[src/rtl/core/swmd_pkg.sv]
`default_nettype none
// ----------------------------------------------------------------------------
// swmd_pkg
// Shared constants and command/status types for the motion detector core.
// ----------------------------------------------------------------------------
package swmd_pkg;

  localparam int MAX_WINDOW  = 128;
  localparam int MIN_FILL    = 5;
  localparam int SAMPLE_BITS = 16;

  localparam int PTR_W  = $clog2(MAX_WINDOW);
  localparam int CNT_W  = $clog2(MAX_WINDOW + 1);
  localparam int MAG_W  = SAMPLE_BITS;
  localparam int MSQ_W  = 2 * SAMPLE_BITS + 2;
  localparam int SUM_W  = MAG_W + CNT_W - 1;
  localparam int SQS_W  = 2 * MAG_W + CNT_W - 1;
  localparam int ROOT_W = MSQ_W / 2;
  localparam int HALF_G = 1 << (SAMPLE_BITS - 5);

  localparam logic [0:0] REG_WINDOW    = 1'b0;
  localparam logic [0:0] REG_THRESHOLD = 1'b1;

  // controller -> datapath
  typedef struct packed {
    logic load;       // capture sample, compute squared magnitude and posture
    logic sqrt_start; // start the shared root (source chosen by sqrt_var)
    logic sqrt_var;   // with sqrt_start: take root of variance
    logic ring_rd;    // read old slot
    logic update;     // update ring and sums
    logic div_start;  // start both divisions
    logic var_calc;   // form variance
    logic result;     // latch result
    logic clear;      // clear window
  } swmd_cmd_t;

  // datapath -> controller
  typedef struct packed {
    logic sqrt_done;
    logic div_done;
    logic warm;      // fill count below MIN_FILL
  } swmd_stat_t;

endpackage
`default_nettype wire

[src/rtl/core/swmd_ctrl.sv]
`default_nettype none
// ----------------------------------------------------------------------------
// swmd_ctrl
// Sequencer for one sample: root, ring update, then past warm-up divisions and variance root.
// ----------------------------------------------------------------------------
module swmd_ctrl (
  input  wire                   clk,
  input  wire                   rst,
  input  wire                   in_valid,
  output logic                  in_ready,
  output logic                  out_valid,
  input  wire                   out_ready,
  input  wire                   clr_req,
  output swmd_pkg::swmd_cmd_t   cmd,
  input  swmd_pkg::swmd_stat_t  stat
);
  import swmd_pkg::*;

  typedef enum logic [9:0] {
    S_IDLE  = 10'b0000000001,
    S_SQ0   = 10'b0000000010,
    S_SQW   = 10'b0000000100,
    S_UPD   = 10'b0000001000,
    S_DIV   = 10'b0000010000,
    S_DIVW  = 10'b0000100000,
    S_VAR   = 10'b0001000000,
    S_VSQ   = 10'b0010000000,
    S_VSQW  = 10'b0100000000,
    S_DONE  = 10'b1000000000
  } state_t;

  state_t state, state_next;
  logic   out_valid_next;

  // a result waiting in the output registers does not hold off the next item
  assign in_ready = (state == S_IDLE) && !clr_req;

  always_comb begin
    state_next     = state;
    cmd            = '0;
    cmd.clear      = clr_req;
    out_valid_next = out_valid && !out_ready;
    unique case (state)
      S_IDLE: begin
        if (in_valid && in_ready) begin
          cmd.load   = 1'b1;
          state_next = S_SQ0;
        end
      end
      S_SQ0: begin
        cmd.sqrt_start = 1'b1;
        state_next     = S_SQW;
      end
      S_SQW: begin
        cmd.ring_rd = 1'b1;
        if (stat.sqrt_done) state_next = S_UPD;
      end
      S_UPD: begin
        cmd.update = 1'b1;
        state_next = S_DIV;
      end
      S_DIV: begin
        if (stat.warm) begin
          state_next = S_DONE;
        end else begin
          cmd.div_start = 1'b1;
          state_next    = S_DIVW;
        end
      end
      S_DIVW: begin
        if (stat.div_done) state_next = S_VAR;
      end
      S_VAR: begin
        cmd.var_calc = 1'b1;
        state_next   = S_VSQ;
      end
      S_VSQ: begin
        cmd.sqrt_start = 1'b1;
        cmd.sqrt_var   = 1'b1;
        state_next     = S_VSQW;
      end
      S_VSQW: begin
        if (stat.sqrt_done) state_next = S_DONE;
      end
      S_DONE: begin
        if (!out_valid || out_ready) begin
          cmd.result     = 1'b1;
          out_valid_next = 1'b1;
          state_next     = S_IDLE;
        end
      end
      default: state_next = S_IDLE;
    endcase
  end

  always_ff @(posedge clk) begin
    if (rst) begin
      state     <= S_IDLE;
      out_valid <= 1'b0;
    end else begin
      state     <= state_next;
      out_valid <= out_valid_next;
    end
  end

`ifndef ASSERT_OFF
  a_onehot: assert property (@(posedge clk) disable iff (rst) $onehot(state))
    else $error("state not one-hot");
  a_busy: assert property (@(posedge clk) disable iff (rst)
    (state != S_IDLE) |-> !in_ready)
    else $error("input ready while busy");
  a_load: assert property (@(posedge clk) disable iff (rst)
    cmd.load |=> (state == S_SQ0))
    else $error("load did not start sequence");
`endif

endmodule
`default_nettype wire

[config.mk]
export PLATFORM = sky130hd
export DESIGN_NAME = swmd_ctrl
export DESIGN_NICKNAME = d
export VERILOG_FILES = /design/src/rtl/core/swmd_pkg.sv /design/src/rtl/core/swmd_ctrl.sv
export SDC_FILE = /design/constraint.sdc
export NUM_CORES = 1
export LEC_CHECK = 0
export BUFFER_PORTS_ARGS = -buffer_cell sky130_fd_sc_hd__buf_2
export CORE_MARGIN = 2
export CORE_UTILIZATION = 40
export CTS_CLUSTER_SIZE = 24
export DETAILED_ROUTE_END_ITERATION = 6
export PLACE_DENSITY = 0.74
export SETUP_SLACK_MARGIN = 0.4
export SYNTH_ARGS = -nofsm -noshare
export SYNTH_HDL_FRONTEND = slang
export SYNTH_SLANG_ARGS = --single-unit
[constraint.sdc]
create_clock -name clk -period 2.5 [get_ports clk]
set_clock_uncertainty 0.1 [all_clocks]
set_input_delay 0 -clock clk [delete_from_list [all_inputs] [get_ports clk]]
set_output_delay 0 -clock clk [all_outputs]
set_load 0.005 [all_outputs]
Word-level counts from Yosys, hierarchy flattened
Cells that the tools add are included.
{ "word_totals": {"register_bits": 11, "wordCells": 46} }
{ "classes": {"eq_ne": 15, "reduce_logical": 9, "muxes": 20} }
{ "op_table": {"columns": ["op", "n"], "rows": [
  ["10-bit case mux with 10 select lines", 1],
  ["10-bit 2-to-1 mux", 6],
  ["1-bit 2-to-1 mux", 13],
  ["10-bit by 1-bit == test with 1-bit output, second input constant", 1],
  ["10-bit == test, second input constant", 1],
  ["10-bit by 2-bit == test with 1-bit output, second input constant", 1],
  ["10-bit by 3-bit == test with 1-bit output, second input constant", 1],
  ["10-bit by 4-bit == test with 1-bit output, second input constant", 1],
  ["10-bit by 5-bit == test with 1-bit output, second input constant", 1],
  ["10-bit by 6-bit == test with 1-bit output, second input constant", 1],
  ["10-bit by 7-bit == test with 1-bit output, second input constant", 1],
  ["10-bit by 8-bit == test with 1-bit output, second input constant", 1],
  ["10-bit by 9-bit == test with 1-bit output, second input constant", 1],
  ["2-bit inequality test, second input constant", 4],
  ["5-bit AND reduction", 1],
  ["1-bit logical AND", 3],
  ["1-bit zero test", 3],
  ["2-bit by 1-bit inequality test with 1-bit output, second input constant", 1],
  ["2-bit OR reduction", 1],
  ["1-bit logical OR", 1]
]} }

Depth between registers and ports, before layout
Gate-level depths: netlist of the first run.
{ "logic_depth": {"ltp_word": 5, "ltp_mapped": 6, "depth_no_buf": 5} }

Worst setup path after synthesis of the first run
No wires, ideal clock.
{ "synth_path": {"path_type": "register to register", "from": "reg state[6]", "to": "reg state[0]", "t_arrival_ns": 1.446, "period_less_slack_ns": 1.663, "t_required_ns": 2.283, "path_buffers": 0, "stages_incl_launch_ff": 6, "setup_slack_ns": 0.837, "cell_sequence": "dfxtp_1 -> nor4_4 -> nand2_4 -> o41ai_2 -> nor2_1 -> o22a_1"} }
{ "synth_between": {"elab_chain_len": 5} }
{ "synth_lines": {"columns": ["element", "line", "rtl"], "rows": [
  ["start, declared", "swmd_ctrl.sv:32", "state_t state, state_next;"],
  ["start signal, assigned", "swmd_ctrl.sv:101", "state <= state_next;"],
  ["10-bit by 1-bit == test with 1-bit output", "swmd_ctrl.sv:36, swmd_ctrl.sv:43", null],
  ["1-bit logical AND", "swmd_ctrl.sv:36", "assign in_ready = (state == S_IDLE) && !clr_req;"],
  ["1-bit logical AND", "swmd_ctrl.sv:45", "if (in_valid && in_ready) begin"],
  ["2-bit by 1-bit inequality test with 1-bit output (no source line)", null, null],
  ["5-bit AND reduction (no source line)", null, null]
]} }
Parallel ways exist; a longest one is shown, timed or not.
A chain may end at the register's enable or synchronous reset.

Final worst setup path of the first run
{ "layout_path": {"from": "reg state[3]", "to": "reg out_valid"} }
{ "layout_between": {"elab_chain_len": 2} }
{ "layout_lines": {"columns": ["element", "line", "rtl"], "rows": [
  ["10-bit == test", "swmd_ctrl.sv:43", "unique case (state)"],
  ["1-bit 2-to-1 mux", "swmd_ctrl.sv:43", null],
  ["end signal, assigned", "swmd_ctrl.sv:102", "out_valid <= out_valid_next;"],
  ["end, declared", "swmd_ctrl.sv:11", "output logic out_valid,"]
]} }
Every way passes these cells.

==> summary.txt, run 1 <==
Outcome: completed
Simple-Gate Fraction of Synth Area: 44.4%
Pin count of the biggest net entering global routing: 11
Worst Hold Class: input port to flop
Comb pwr share: 28.9%
Sequential area share after synthesis: 29.9%
Cell Rows: 15
Post-route ant nets: 0
Synthesized net count: 92
I/O pin count: 19
Avg Inst Size Synth: 8.76 µm²
Area after DPL: 830 µm²
Clock share of power: 26.6%
XOR/XNOR Fraction of Synth Area: 2.38%
DRT iter0 DRCs: 12
CTS buffer count: 3
Hold path startpoint: in_valid
Internal power: 0.000312 W
EDFF count, synth: 0
Die width: 46.9 µm
Synthesis-to-finish area growth: 24.1%
Max Transition Viols Final: 0
Worst R2R Start: state[3]
PortBufs: 18
CP Max Fanout: 8
Minimum clock period: 1.93 ns
Full die area: 0.00220 mm²
Slew @ Worst Pin: 0.489 ns
Final Wtd Congestion: 0.853
Initial antenna violation count: 0
Yosys reg bits: 11
Max-cap check violation count: 0
Grt met3 use: 1.15%
Final hold violation count: 0
Clock root cell: clkbuf_4
Mux cell area share after synthesis: 1.36%
Final period util: 77.2%
Worst skew pair latency: 0.27 ns
Core Region: 0.00173 mm²
CTS resizes: 0
Power Total: 0.000471 W
Fin util: 52.9%
Setup_tns: 0 ns
H-Tree Depth: 1
Clock buffer depth: 2
Final nets: 117
Sw frac: 33.7%
Crit start category: flop
First-pass GRT wire length: 2550 µm
Compound-Gate Fraction of Synth Area: 15.6%
Part of the power in registers: 44.6%
CP Data Required Time: 2.62 ns
Clock tree sinks: 11
Commonest non-fill, non-tap cell in the layout: buf_2
Setup-failing EPs final: 0
Synth Instances: 84
Synth Cell Area: 736 µm²
Hold endpoint: state[1]
Synth Area in Adders: 0%
Reg clk slew, reported paths: 0.07 ns
Met2 Use GR: 27.4%
CTS tree: done
WP data arrival: 2.05 ns
Total Wirelength: 1630 µm
Reg2Reg Capture Point: out_valid
Die height: 46.9 µm
GR peak layer: met2
Detailed Place HPWL: 1240 µm
Most frequent cells in the layout: 18 x buf_2, 13 x nor2_1, 11 x dfxtp_1
Sw Pwr: 0.000159 W
R2R depth: 4
Routed len/inst: 12.3 µm
Ys async rst share: 0%
Met1 GRT Util: 20.6%
Hold Path Cell Cnt: 5
CP endpoint kind: flop
Synth cell types: 36
Drt via density: 5.32
Largest family of logic cells by synthesized area: simple AND/OR/NAND/NOR gates
Via count: 707
Ant. Diodes: 0
Yosys warns: 0
Total track usage: 16.5%
Leakage: 0.390 nW
Max rail drop VDD: 0.000290 V
Class of the most critical setup path: flop to flop
Final Cell Area: 913 µm²
Vias in the first global route: 621
RSZ-0062 raised after global routing: no
Residual DRC: 0
Grt ovf: 0
Drt pass-1 iters: 4
Slew Limit Headroom: 67.4%
R2R Setup Slk: 0.57 ns
Power density over the cells: 516 mW/mm²
Fmax: 518 MHz
Initial core utilization: 42.6%
Share of post-route cells with drive strength above 1: 33.3%
Ys flop type: dfxtp_1
[cell type report]
| cell class | instances | area (µm²) |
|---|---|---|
| Sequential cell | 11 | 220 |
| Inverter | 5 | 18.8 |
| Fill cell | 172 | 813 |
| Clock buffer | 4 | 26.3 |
| Tap cell | 25 | 31.3 |
| Multi-Input combinational cell | 64 | 469 |
| Timing Repair Buffer | 24 | 148 |
[power by group through the flow]
stage | Clock [W] | Combinational (W) | Sequential, W
floorplan | 0 | 0.0000984 | 0.000205
global placement | 0 | 0.000121 | 0.000213
detailed placement | 0 | 0.000123 | 0.000213
CTS | 0.000126 | 0.000128 | 0.000209
global route | 0.000135 | 0.000151 | 0.000211
finish | 0.000125 | 0.000136 | 0.000210
[flip-flops by register name, indices dropped and copies added (netlist names)]
signal / count
out_valid: 1
state: 10
[worst max-delay path, cell delays in order (launching register included)]
cell,delay (ns)
dfxtp_1,0.43
nor4_4,0.42
nand3_1,0.20
a21oi_1,0.18
dlygate4sd3_1,0.56
[cells in the mapped netlist, types with 2 or more instances]
master    number  area (µm²)
inv_1          5        18.8
nor3_2         2        20.0
nand2_1        4        15.0
buf_4          3        22.5
xor2_1         2        17.5
dfxtp_1       11         220
nor4_4         2        42.5
nor2b_1        2        12.5
nand4_1        2        12.5
o21ai_0        3        15.0
nor2_1        13        48.8
nand2b_1       3        18.8
nor3_1         5        25.0
nand3_1        3        15.0
nor4b_1        3        26.3
[routing by layer]
metal	up-vias	share of wire [%]
met5	-	0
met4	0	2.1
met3	5	3.7
met2	20	50
met1	333	44
li1	349	-
[through the flow]
step	instances	hold slack [ns]	worst slack (ns)
floorplan	84	-0.0689	0.837
global placement	123	0.0896	0.641
detailed placement	123	0.0934	0.582
CTS	132	0.0696	0.494
global route	133	0.104	0.400
finish	133	0.0634	0.570
[cells by family after synthesis]
kind of cell	Yosys count
AO/OA/AOI/OAI	12
XOR/XNOR	2
buffers and inverters	9
flip-flops	11
multiplexers	1
AND/OR/NAND/NOR	49
[what timing repair did]
| action | CTS | global route |
|---|---|---|
| endpoints found under the hold margin | 6 | 0 |
| setup endpoints to repair | 0 | 1 |
| hold buffers | 5 | 0 |
| setup buffers | 0 | 1 |
[how the worst max path moves through the flow]
| stage | start | end | slack, ns | cells past startpoint |
|---|---|---|---|---|
| 2_1_floorplan | state[6] | state[0] | 0.84 | 5 |
| 3_3_place_gp | state[2] | state[4] | 0.64 | 5 |
| 3_5_place_dp | state[2] | state[4] | 0.58 | 5 |
| 4_1_cts | state[2] | out_valid | 0.49 | 4 |
| 5_1_grt | state[3] | out_valid | 0.40 | 4 |
| 6_report | state[3] | out_valid | 0.57 | 4 |
No activity file was read; power rests on OpenSTA's default activity.
==> run 2, diff against run 1 <==
==> constraint.sdc (replaced) <==
create_clock -name clk -period 2 [get_ports clk]
set_clock_uncertainty 0.1 [all_clocks]
set_input_delay 0 -clock clk [delete_from_list [all_inputs] [get_ports clk]]
set_output_delay 0 -clock clk [all_outputs]
set_load 0.005 [all_outputs]
==> run 2 against run 1 <==
  * Critical path depth up 2
  * Critical endpoint is now state[9]
  * Design area up 29%
  * Die area unchanged
  * Wire length up 36%
  * Via count up 11%
  * Global-route usage up 4.5 points
  * Cell count up 14%
  * Total power up 42%
  * Setup slack worse by 0.29 ns
  * First-iteration DRC count up 83%
  * Fmax up 12%
  * Highest routed layer unchanged
==> summary.txt, run 2 (same netlist as run 1, synthesis figures left out) <==
H-Tree Depth: 1 (unchanged)
Fillers: 140 (-19%)
First-pass GRT wire length: 3260 µm (+28%)
Setup-failing EPs final: 0 (unchanged)
Setup_tns: 0 ns (unchanged)
Grt ovf: 0 (unchanged)
Detailed Place HPWL: 1320 µm (+6.5%)
CP Max Fanout: 5 (-3)
Total Wirelength: 2230 µm (+36%)
CTS buffer count: 3 (unchanged)
Total track usage: 20.9% (+4.5 points)
Drt via density: 5.18 (-2.6%)
Sw frac: 34.0% (+0.28 points)
Power Total: 0.000667 W (+42%)
Synthesis-to-finish area growth: 60.2%
Most frequent cells in the layout: 19 x buf_4, 17 x buf_2, 10 x nor2_1, 8 x dfxtp_4, 5 x dlygate4sd3_1
Clock buffer depth: 2 (unchanged)
Clock root cell: clkbuf_4
Slew Limit Headroom: 74.5% (+7.2 points)
Post-route ant nets: 0 (unchanged)
CP Data Required Time: 2.05 ns (-0.57 ns)
Initial core utilization: 42.6% (unchanged)
CTS tree: done
Internal power: 0.000440 W (+41%)
Worst skew pair latency: 0.26 ns (about the same)
Minimum clock period: 1.72 ns (-0.205 ns)
Hold Path Cell Cnt: 2 (-3)
Power density over the cells: 566 mW/mm² (+9.8%)
DRT iter0 DRCs: 22 (+10)
Leakage: 0.496 nW (+27%)
Max FFs per register: 10 (unchanged)
Part of the power in registers: 37.3% (-7.3 points)
Clock tree sinks: 11 (unchanged)
Comb pwr share: 40.2% (+11 points)
Commonest non-fill, non-tap cell in the layout: buf_4
Share of post-route cells with drive strength above 1: 59.1% (+26 points)
PortBufs: 18 (unchanged)
Crit start category: flop
Outcome: completed
Routed len/inst: 14.6 µm (+19%)
Final Wtd Congestion: 0.832 (-2.5%)
Slew @ Worst Pin: 0.382 ns (-0.107 ns)
Core Region: 0.00173 mm² (unchanged)
Die width: 46.9 µm (unchanged)
Via count: 787 (+11%)
Final hold violation count: 0 (unchanged)
I/O pin count: 19 (unchanged)
Clock share of power: 22.5% (-4.1 points)
Ant. Diodes: 0 (unchanged)
Full die area: 0.00220 mm² (unchanged)
Layout Cells excl Fill: 152 (+14%)
Initial antenna violation count: 0 (unchanged)
Reg clk slew, reported paths: 0.07 ns (about the same)
Max-cap check violation count: 0 (unchanged)
Final nets: 136 (+16%)
Top flop regs: state: 10 flops, out_valid: 1 flops
Die height: 46.9 µm (unchanged)
WP data arrival: 1.78 ns (-0.27 ns)
Final period util: 86.2% (+9.0 points)
Max rail drop VDD: 0.000434 V (+50%)
Vias in the first global route: 718 (+16%)
Sw Pwr: 0.000227 W (+43%)
Drt pass-1 iters: 4 (unchanged)
Class of the most critical setup path: flop to flop
Residual DRC: 0 (unchanged)
CP endpoint kind: flop
RSZ-0062 raised after global routing: yes
Top reg by flops: state
Dpl cells: 125 (+1.6%)
Worst Hold Class: input port to primary output
Max Transition Viols Final: 0 (unchanged)
R2R depth: 6 (+2)
Fmax: 580 MHz (+12%)
Cell Rows: 15 (unchanged)
Pin count of the biggest net entering global routing: 10 (-1)
==> run 2: power groups by stage <==
| stage | Clock [W] | Combinational [W] | Sequential, W |
|---|---|---|---|
| floorplan | 0 | 0.000129 | 0.000257 |
| global placement | 0 | 0.000163 | 0.000265 |
| detailed placement | 0 | 0.000167 | 0.000265 |
| CTS | 0.000151 | 0.000251 | 0.000251 |
| global route | 0.000166 | 0.000289 | 0.000250 |
| finish | 0.000150 | 0.000269 | 0.000249 |
==> run 2: layout make-up <==
class	count	area (µm²)	area share, %
Clock buffer	4	26.3	2.23
Inverter	5	18.8	1.59
Multi-Input combinational cell	64	549	46.6
Sequential cell	11	253	21.4
Tap cell	25	31.3	2.65
Timing Repair Buffer	43	300	25.5
==> run 2: through the flow <==
| step | instance area (µm²) | util (%) | hold WS (ns) | setup WS (ns) |
|---|---|---|---|---|
| after CTS | 1100 | 63.9 | 0.0990 | 0.324 |
| after global placement | 856 | 49.6 | 0.0909 | 0.233 |
| after floorplan | 753 | - | -0.0689 | 0.353 |
| after global routing | 1180 | 68.3 | 0.112 | 0.164 |
| after detailed placement | 856 | 49.6 | 0.0980 | 0.205 |
| final | 1180 | 68.3 | 0.104 | 0.275 |
==> run 2: path summary, 6_finish.rpt <==
path	startpoint	slack [ns]	endpoint
worst max register to register	state[8]	0.28	state[9]
worst min-delay path	clr_req	0.10	cmd[0]
worst max-delay path	state[8]	0.28	state[9]
worst min register to register	out_valid	0.43	out_valid
==> run 2: routing by layer <==
metal	vias to the layer above	routed length, µm	global-route usage (%)
li1	394	-	-
met1	370	1030	25.8
met2	21	1100	37.3
met3	2	80	2.31
met4	0	12	7.78
met5	-	0	0
==> run 2: worst max-delay path: stages, from the launching register on <==
cell     delay (ns)
dfxtp_4        0.36
nor4_4         0.31
buf_6          0.18
nand4_1        0.18
a21oi_2        0.23
or4_4          0.20
o21ai_2        0.06
==> run 2: repair_timing <==
item	in CTS	in global routing
setup buffers	14	4
hold buffers	5	0
gates resized for setup	23	12
pin swaps	8	2
hold endpoints to repair	6	0
setup endpoints to repair	15	17
==> run 3, diff against run 2 <==
--- a/config.mk
+++ b/config.mk
@@ -8,6 +8,7 @@
 export BUFFER_PORTS_ARGS = -buffer_cell sky130_fd_sc_hd__buf_2
 export CORE_MARGIN = 2
 export CORE_UTILIZATION = 40
+export CTS_BUF_LIST = sky130_fd_sc_hd__clkbuf_8
 export CTS_CLUSTER_SIZE = 24
 export DETAILED_ROUTE_END_ITERATION = 6
 export PLACE_DENSITY = 0.74
==> run 3 against run 2 <==
  * Via count up 0.64%
  * Highest routed layer unchanged
  * Setup slack worse by 0.089 ns
  * Total power up 17%
  * Sequential power up 2%
==> summary.txt, run 3 (same netlist as run 1, synthesis figures left out) <==
CP Depth: 6 (unchanged)
R2R Setup Slk: 0.19 ns (-0.09 ns)
Core Region: 0.00173 mm² (unchanged)
Final hold violation count: 0 (unchanged)
Commonest non-fill, non-tap cell in the layout: buf_2
CP max stage delay: 0.37 ns (about the same)
Max FFs per register: 10 (unchanged)
CP Max Fanout: 5 (unchanged)
Die width: 46.9 µm (unchanged)
Crit-path cells: buf_4, nor4_1, nand4_1, a21oi_2, or4_4, o21ai_2
Reg2Reg Capture Point: state[9]
Max Transition Viols Final: 0 (unchanged)
Max-cap check violation count: 0 (unchanged)
Class of the most critical setup path: flop to flop
Worst Hold Class: input port to flop
CP Data Required Time: 2.02 ns (-0.03 ns)
CP endpoint: state[9]
Total Wirelength: 2270 µm (+1.9%)
Dpl ws: 0.205 ns (unchanged)
Setup-failing EPs final: 0 (unchanged)
Post-route ant nets: 0 (unchanged)
Synthesis-to-finish area growth: 73.3%
First-pass GRT wire length: 2810 µm (-14%)
Final period util: 90.7% (+4.4 points)
H-Tree Depth: 1 (unchanged)
Crit start category: flop
Detailed Place HPWL: 1320 µm (unchanged)
Residual DRC: 0 (unchanged)
Pin count of the biggest net entering global routing: 10 (unchanged)
Power density over the cells: 613 mW/mm² (+8.2%)
Final nets: 134 (-1.5%)
Clock buffer depth: 2 (unchanged)
Critical path origin: state[1]
Setup_tns: 0 ns (unchanged)
Cell Rows: 15 (unchanged)
Share of post-route cells with drive strength above 1: 66.4% (+7.3 points)
Fmax: 551 MHz (-4.9%)
Worst skew pair latency: 0.24 ns (-0.02 ns)
Slew Limit Headroom: 67.3% (-7.2 points)
Minimum clock period: 1.81 ns (+0.0888 ns)
Top reg by flops: state
R2R depth: 6 (unchanged)
CTS buffer count: 3 (unchanged)
I/O pin count: 19 (unchanged)
Initial core utilization: 42.6% (unchanged)
Full die area: 0.00220 mm² (unchanged)
Final WS setup: 0.186 ns (-0.0888 ns)
Crit path buf inv count: 1 (unchanged)
Via count: 792 (+0.64%)
Reg clk slew, reported paths: 0.05 ns (-0.02 ns)
Die height: 46.9 µm (unchanged)
Clock root cell: clkbuf_8
Worst path top cell family by delay: simple AND/OR/NAND/NOR gates
Ant. Diodes: 0 (unchanged)
Drt pass-1 iters: 4 (unchanged)
CP endpoint kind: flop
Worst R2R Start: state[1]
Final Wtd Congestion: 0.832 (unchanged)
Outcome: completed
Grt ovf: 0 (unchanged)
Max rail drop VDD: 0.000463 V (+6.7%)
Clock tree sinks: 11 (unchanged)
Top flop regs: state: 10 flops, out_valid: 1 flops
Routed len/inst: 15.1 µm (+3.2%)
Slew @ Worst Pin: 0.486 ns (+0.104 ns)
WP data arrival: 1.84 ns (+0.06 ns)
Most frequent cells in the layout: 17 x buf_2, 16 x buf_4, 8 x nor2_1, 6 x dfxtp_4
Drt via density: 5.28 (+2.0%)
Leakage: 0.524 nW (+5.6%)
RSZ-0062 raised after global routing: yes
DRT iter0 DRCs: 13 (-41%)
Initial antenna violation count: 0 (unchanged)
CTS tree: done
Slowest CP cell: nor4_1
Total track usage: 18.3% (-2.6 points)
Vias in the first global route: 632 (-12%)
PortBufs: 18 (unchanged)
==> run 3: changes by cell type in the layout (fill, tap and decap cells not counted), sizes merged <==
cell,before,now
dlygate4sd3,5,3
inv,5,6
clkbuf,4,3
==> run 3: worst min-delay path by stage <==
stage,slack (ns),startpoint,depth (start not counted),endpoint
final,0.0009,stat[0],4,state[5]
after global routing,0.05,stat[0],4,state[5]
after CTS,0.005,stat[2],4,state[8]
after detailed placement,0.1,clr_req,2,cmd[0]
after global placement,0.09,clr_req,2,cmd[0]
after floorplan,-0.07,stat[0],1,cmd[3]
==> run 3: area by class of cell <==
| cell class | instances | area (µm²) |
|---|---|---|
| Clock buffer | 3 | 41.3 |
| Multi-Input combinational cell | 64 | 641 |
| Timing Repair Buffer | 41 | 292 |
| Clock inverter | 1 | 3.75 |
| Tap cell | 25 | 31.3 |
| Sequential cell | 11 | 248 |
| Fill cell | 119 | 452 |
| Inverter | 5 | 18.8 |
==> run 3: per-layer routing <==
layer  up-vias  share of wire (%)  wire length [µm]  global-route usage, %
met3         5                2.7                62                   2.31
met4         0                1.5                34                   8.89
met5         -                  0                 0                      0
li1        389                  -                 -                      -
met1       378                 47              1060                   23.7
met2        20                 49              1110                   30.1
==> run 3: stage by stage <==
stage / instance area [µm²] / hold slack (ns) / std cells / power [W] / utilization (%)
after global placement: 856 / 0.0909 / 125 / 0.000428 / 49.6
final: 1270 / 0.000915 / 150 / 0.000781 / 73.8
after global routing: 1270 / 0.0459 / 150 / 0.000816 / 73.8
after floorplan: 753 / -0.0689 / 84 / 0.000385 / -
after detailed placement: 856 / 0.0980 / 125 / 0.000432 / 49.6
after CTS: 1050 / 0.00476 / 141 / 0.000700 / 60.7
==> run 3: repair_timing <==
item / 4_1_cts / 5_1_grt
hold endpoints to repair: 5 / 0
setup endpoints to repair: 15 / 16
hold buffers: 3 / 0
setup buffers: 9 / 9
pin swaps: 9 / 8
resized for setup: 19 / 31
==> run 3: power breakdown <==
part | internal, W | switching [W] | total (W)
clock network | 0.000135 | 0.0000847 | 0.000220
registers | 0.000233 | 0.0000205 | 0.000254
logic | 0.000152 | 0.000156 | 0.000308
==> run 3: worst reg2reg max path, delay by kind of cell, from the launching register on <==
family | cells | cell delay (ns)
AND/OR/NAND/NOR | 3 | 0.81
AO/OA/AOI/OAI | 2 | 0.29
flip-flops | 1 | 0.36
buffers and inverters | 1 | 0.15
